**config.mk**
```make
export PLATFORM = sky130hd
export DESIGN_NAME = rbs_diff
export DESIGN_NICKNAME = d
export VERILOG_FILES = /design/src/design/rbs_pkg.sv /design/src/design/rbs_diff.sv
export SDC_FILE = /design/constraint.sdc
export NUM_CORES = 1
export LEC_CHECK = 0
export ABC_AREA = 1
export BUFFER_PORTS_ARGS = -buffer_cell sky130_fd_sc_hd__clkbuf_2
export CAP_MARGIN = 25
export CORE_AREA = 2 2 317 319
export DETAILED_ROUTE_END_ITERATION = 16
export DIE_AREA = 0 0 319 321
export GPL_TIMING_DRIVEN = 0
export PLACE_DENSITY_LB_ADDON = 0.1
export SLEW_MARGIN = 20
export SYNTH_ARGS = -nofsm -noshare
export SYNTH_HDL_FRONTEND = slang
export SYNTH_SLANG_ARGS = --single-unit
```
**constraint.sdc**
```tcl
create_clock -name clk -period 25.1 [get_ports clk]
set_clock_uncertainty 0.2 [all_clocks]
set_input_delay 3.765 -clock clk [delete_from_list [all_inputs] [get_ports clk]]
set_output_delay 3.765 -clock clk [all_outputs]
set_load 0.01 [all_outputs]
```
**src/design/rbs_pkg.sv**
```systemverilog
// Types, constants and register codes for the ray/box slab test pipeline.
package rbs_pkg;

    localparam int AXES = 3;

    typedef logic signed [31:0] q16_t;
    typedef logic signed [32:0] diff_t;
    typedef logic signed [63:0] prod_t;

    typedef q16_t  [AXES-1:0] q16_vec_t;
    typedef diff_t [AXES-1:0] diff_vec_t;
    typedef prod_t [AXES-1:0] prod_vec_t;

    localparam q16_t Q16_MAX       = 32'sh7FFF_FFFF;
    localparam q16_t Q16_MIN       = 32'sh8000_0000;
    localparam q16_t BOX_MIN_RESET = 32'sh0000_0000;
    localparam q16_t BOX_MAX_RESET = 32'sh0001_0000;

    typedef enum logic [2:0] {
        CFG_BOX_MIN_X = 3'd0,
        CFG_BOX_MIN_Y = 3'd1,
        CFG_BOX_MIN_Z = 3'd2,
        CFG_BOX_MAX_X = 3'd3,
        CFG_BOX_MAX_Y = 3'd4,
        CFG_BOX_MAX_Z = 3'd5
    } cfg_reg_e;

    typedef struct packed {
        q16_t origin_x;
        q16_t origin_y;
        q16_t origin_z;
        q16_t inv_dir_x;
        q16_t inv_dir_y;
        q16_t inv_dir_z;
        logic neg_x;
        logic neg_y;
        logic neg_z;
        q16_t limit_near;
        q16_t limit_far;
    } ray_in_t;

    typedef struct packed {
        logic hit;
        q16_t entry_distance;
    } result_t;

    // Stage 1: face minus origin for every slab.
    typedef struct packed {
        diff_vec_t d_near;
        diff_vec_t d_far;
        q16_vec_t  inv;
        q16_t      lim_n;
        q16_t      lim_f;
    } st1_t;

    // Stage 2: full products.
    typedef struct packed {
        prod_vec_t p_near;
        prod_vec_t p_far;
        q16_t      lim_n;
        q16_t      lim_f;
    } st2_t;

    // Stage 3: slab parameters back in Q16.16.
    typedef struct packed {
        q16_vec_t t_near;
        q16_vec_t t_far;
        q16_t     lim_n;
        q16_t     lim_f;
    } st3_t;

    // Stage 4: interval after x and y, z slab still pending.
    typedef struct packed {
        q16_t t_in;
        q16_t t_out;
        logic reject;
        q16_t z_near;
        q16_t z_far;
        q16_t lim_n;
        q16_t lim_f;
    } st4_t;

endpackage

```
**src/design/rbs_diff.sv**
```systemverilog
// First stage: picks the near and far faces per axis and subtracts the origin.
module rbs_diff (
    input  logic             clk,
    input  logic             rst_n,
    input  logic             up_valid,
    output logic             up_stall,
    input  rbs_pkg::ray_in_t up_data,
    input  rbs_pkg::q16_vec_t box_lo,
    input  rbs_pkg::q16_vec_t box_hi,
    output logic             dn_valid,
    input  logic             dn_stall,
    output rbs_pkg::st1_t    dn_data
);
    import rbs_pkg::*;

    logic     valid_reg;
    st1_t     data_reg;
    st1_t     data_next;
    logic     load;
    q16_vec_t org;
    q16_vec_t inv;
    logic [AXES-1:0] neg;
    q16_t     nb;
    q16_t     fb;

    assign load     = !valid_reg || !dn_stall;
    assign up_stall = !load;
    assign dn_valid = valid_reg;
    assign dn_data  = data_reg;

    assign org = {up_data.origin_z, up_data.origin_y, up_data.origin_x};
    assign inv = {up_data.inv_dir_z, up_data.inv_dir_y, up_data.inv_dir_x};
    assign neg = {up_data.neg_z, up_data.neg_y, up_data.neg_x};

    always_comb
    begin
        nb        = '0;
        fb        = '0;
        data_next = '0;
        for (int a = 0; a < AXES; a++)
        begin
            nb = neg[a] ? box_hi[a] : box_lo[a];
            fb = neg[a] ? box_lo[a] : box_hi[a];
            data_next.d_near[a] = $signed({nb[31], nb}) - $signed({org[a][31], org[a]});
            data_next.d_far[a]  = $signed({fb[31], fb}) - $signed({org[a][31], org[a]});
        end
        data_next.inv   = inv;
        data_next.lim_n = up_data.limit_near;
        data_next.lim_f = up_data.limit_far;
    end

    always_ff @(posedge clk or negedge rst_n)
    begin
        if (!rst_n)
        begin
            valid_reg <= 1'b0;
        end
        else if (load)
        begin
            valid_reg <= up_valid;
        end
    end

    always_ff @(posedge clk)
    begin
        if (load && up_valid)
        begin
            data_reg <= data_next;
        end
    end

endmodule

```
======== Yosys cells after proc, flatten, opt, wreduce, memory -nomap -nowiden ========
Cells that the tools add are included.
operators by class
  muxes and demuxes ....................... 6
  add/subtract/negate cells ............... 6
  reductions and logical operators ........ 5
operator list
  operator             count
  $sub A32 B32 Y33     6
  $mux W32             6
  $logic_not A1 Y1     3
  $logic_and A1 B1 Y1  1
  $logic_or A1 B1 Y1   1
word-level totals
  output and inout port bits .............. 360
  flip-flop bits (word level) ............. 359
  input bits .............................. 455
  logic and storage cells ................. 29

======== Longest topological paths before layout ========
  word-level depth ........................ 3
  depth in mapped cells ................... 17
  mapped depth without buffers ............ 16

======== Worst setup path before layout ========
OpenSTA, ideal clock, no wires.
  path kind ............................... input to register
  start ................................... input dn_stall
  end ..................................... register data_reg (netlist bit dn_data[0]) (enable)
  library setup time ...................... 1,084 ps
  stages .................................. 3
  path buffers ............................ 0
  data required time ...................... 23,816 ps
  slack ................................... 5,086 ps
  data arrival time ....................... 18,729 ps
  path through ............................ nand2_1 > inv_1 > nor2_1
on the way
  word-level cells in the longest chain between the ends .. 3
ends and longest elaborated chain
  what                  RTL line        RTL
  start, declared       rbs_diff.sv:11  input logic dn_stall,
  $logic_not A1 Y1      rbs_diff.sv:26  assign load = !valid_reg || !dn_stall;
  $logic_or A1 B1 Y1    rbs_diff.sv:26
  $logic_and A1 B1 Y1   rbs_diff.sv:66  if (load && up_valid)
  end signal, assigned  rbs_diff.sv:68  data_reg <= data_next;
  end, declared         rbs_diff.sv:17  st1_t data_reg;
No other way between the ends.
A chain may end at the register's enable or synchronous reset.

======== Final worst setup path ========
  start ................................... input dn_stall
  end ..................................... output up_stall
on the way
  word-level cells in the longest chain between the ends .. 3
ends and longest elaborated chain
  what                RTL line        RTL
  $logic_not A1 Y1    rbs_diff.sv:26
  $logic_or A1 B1 Y1  rbs_diff.sv:26
  $logic_not A1 Y1    rbs_diff.sv:27  assign up_stall = !load;
  end, declared       rbs_diff.sv:6   output logic up_stall,
No other way between the ends.

==> metrics.md <==
| Metric | Value |
|---|---|
| Status | complete, no violations |
| Ranking of synthesized cells by area | edfxtp_1 38%, nand2_1 21%, inv_1 13% |
| Root Driver | clkbuf_16 |
| Die Area | 102,000 sq um |
| Final number of setup-violating endpoints | 0 |
| Global placer's final weighted congestion | 0.922 |
| R2R setup slack | 22.44 ns |
| Clk slew on worst S/H paths | 0.06 ns |
| Hold endpoint | dn_valid |
| Setup CP Type | in -> out |
| EDFF count, synth | 358 |
| RSZ-0062 raised after global routing | no |
| Req. time, crit path | 21.13 ns |
| DRT Pass-1 Iters | 6 |
| Die width | 319 microns |
| Core area | 99,300 sq um |
| Max VDD drop | 0.0502 mV |
| Asr flop ratio synth | 0.00279 |
| Ys flop type | edfxtp_1 |
| Most common cell in the netlist | nand2_1 |
| CP Capture Type | primary output |
| Core Rows | 116 |
| Hold-fix buffers, CTS | 0 |
| Crit start category | input pin |
| Final Hold Vio Count | 0 |
| Crit path top cell by count | clkbuf_2 |
| Hold depth | 2 |
| PD cells | 59.6 nW/um^2 |
| R2R Path End | dn_data[123] |
| Area delta synth->final | 27.3% |
| Largest net degree at the start of global routing | 27 |
| Vias in the first global route | 26,300 |
| Rel. slew slack | 0.496 |
| CP Data Arrival Time | 4.28 ns |
| Clk buf depth | 3 |
| Average size of a mapped cell | 6.79 sq um |
| Die Y | 321 microns |
| Family with the most delay on the worst path | buffers and inverters |
| Post-synth top cells | 1,584 x nand2_1, 952 x inv_1, 358 x edfxtp_1 |
| Max FO, Critical Path | 2 |
| Fin Hold WS | 0.478 ns |
| Drt initial violations | 1,779 |
| Initial core utilization | 0.283 |
| Tightest Pin Transition | 0.756 ns |
| Initial antenna violation count | 17 |
| Post-CTS resize count | 0 |
| GRT Overall Usage | 0.215 |
| Yosys cell types | 25 |
| Crit-path cells | clkbuf_2, nand2_1, inv_1, clkbuf_2 |
| Post-DRT Antenna Nets | 0 |
| Sequential cell area fraction in the yosys report | 0.383 |
| Clk sink count | 359 |
| Slowest CP cell | clkbuf_2 |
| Nets@finish | 5,665 |
| Drt drc | 0 |
| Share of cells above drive strength 1 | 0.191 |
| Skew-Pair Late Insertion Delay | 0.64 ns |
| Dpl hpwl | 99,000 microns |
| Ys Warns | 0 |
| R2r worst-path depth | 8 |
| Cells after Synth | 4,136 |
| Wirelength, routed | 114,000 microns |
| Non-filler cells, final | 6,349 |
| Max cap viols | 0 |
| GRT Residual Overflow | 0 |
| H-tree depth | 2 |
| Syn_nets | 4,789 |
| Tmin final | 8.25 ns |
| Fmax | 0.121 GHz |
| CTS buffer count | 46 |
| Post-route clock period utilization | 0.329 |
| Mapped Area | 28,100 sq um |
| TritonCTS clock tree | built |
| Reg-to-Reg Start | dn_valid |
| Hold Crit Start | dn_valid |
| Hold Crit Class | reg -> reg |
| Top cell type's share of synthesized area | 0.383 |
| Max-slew violations | 0 |
| Slowest stage delay, CP | 0.17 ns |
| Leading area contributor after synthesis | edfxtp_1 |
| CP Buf/Inv Count | 3 |
| Lkg Pwr | 0.0206 uW |
| First-pass GRT wire length | 165,000 microns |
| Via count | 27,700 |
| Num ports | 815 |
| Setup Fix Bufs, Post-CTS | 0 |
| Vias per inst | 4.37 |
| WL/cell | 17.9 microns |
| IO Port Bufs | 811 |
| Placed cells | 6,262 |
| FF+latch count, synth | 359 |
-- sequential cells by signal (all words and copies together), names as in the netlist --
name / count
dn_data: 358
dn_valid: 1
-- metrics by stage --
step                area [sq um]  utilization  total power (uW)  TNS (ns)  setup WS, ns
global route               35800        0.360              2260         0         16.81
detailed placement         34200        0.344              1450         0         16.87
CTS                        35800        0.360              2170         0         16.87
floorplan                  28100            -              1190         0          5.09
finish                     35800        0.360              2130         0         16.85
global placement           33800        0.340              1470  -1411.53         -4.00
-- worst max path at each step --
stage / startpoint / cells after the start / to / slack (ns)
6_report: dn_stall / 4 / up_stall / 16.85
5_1_grt: dn_stall / 4 / up_stall / 16.81
3_5_place_dp: dn_stall / 4 / up_stall / 16.87
3_3_place_gp: dn_stall / 4 / dn_data[215] / -4.00
2_1_floorplan: dn_stall / 3 / dn_data[0] / 5.09
4_1_cts: dn_stall / 4 / up_stall / 16.87
-- report_power, final --
part	internal (uW)	leakage (uW)	switching (uW)
clock	407	0.000770	294
sequential	742	0.00343	19.2
combinational	227	0.0164	442
-- layer usage --
| layer | vias up | GRT usage | wire length, microns |
|---|---|---|---|
| met2 | 761 | 0.370 | 53900 |
| li1 | 14400 | - | - |
| met5 | - | 0 | 103 |
| met3 | 124 | 0.0501 | 7450 |
| met1 | 12500 | 0.270 | 49700 |
| met4 | 16 | 0.0546 | 2780 |
-- worst reg2reg max path: stages, from the launching register on --
cell and delay [ns]:
dfrtp_1 0.37, nand2_1 0.15, inv_1 0.11, nor2_4 0.36
buf_12 0.26, buf_12 0.23, buf_12 0.22, buf_12 0.22
buf_16 0.21
-- logic make-up (layout without fill, tap and decap cells) --
logic type | after synthesis | count (layout) | share of synthesized area
compound gates | 328 | 328 | 0.0600
xor+xnor | 90 | 90 | 0.0281
fa+ha+maj | 198 | 198 | 0.0898
buf+inv | 998 | 1911 | 0.134
flops | 359 | 359 | 0.383
other cells | 0 | 2 | 0
simple gates | 2163 | 2163 | 0.305
-- cell type report --
cell class | count | area (sq um)
Fill cell | 10900 | 63500
Multi-Input combinational cell | 2779 | 13600
Sequential cell | 359 | 10800
Timing Repair Buffer | 828 | 4460
Inverter | 952 | 3570
Tap cell | 1298 | 1620
Clock buffer | 58 | 1250
Clock inverter | 27 | 340
Buffer | 46 | 194
Antenna cell | 2 | 5.00
-- cell usage in the layout (no fill, tap or decap) --
| master | instances |
|---|---|
| ha_1 | 192 |
| a21oi_1 | 213 |
| inv_1 | 952 |
| nand2_2 | 43 |
| clkbuf_16 | 46 |
| buf_2 | 5 |
| nand3_2 | 8 |
| a21o_1 | 6 |
| diode_2 | 2 |
| clkbuf_8 | 5 |
| fa_1 | 6 |
| bufinv_16 | 5 |
| clkinv_2 | 9 |
| and2_1 | 12 |
| nand4_1 | 24 |
| o21ai_0 | 99 |
| o21bai_1 | 6 |
| xnor2_1 | 12 |
| clkinv_1 | 6 |
| clkinv_16 | 3 |
| buf_1 | 7 |
| clkbuf_1 | 37 |
| clkbuf_2 | 811 |
| xor2_1 | 78 |
| nor2_4 | 1 |
| buf_4 | 4 |
| dfrtp_1 | 1 |
| buf_12 | 9 |
| inv_6 | 1 |
| nor2_1 | 341 |
| buf_16 | 8 |
| nand2_1 | 1584 |
| a21oi_2 | 4 |
| clkinvlp_4 | 2 |
| clkinv_4 | 1 |
| nand3_1 | 132 |
| or2_1 | 6 |
| edfxtp_1 | 358 |
| nor3_1 | 12 |
(Power assumes the default switching activity.)
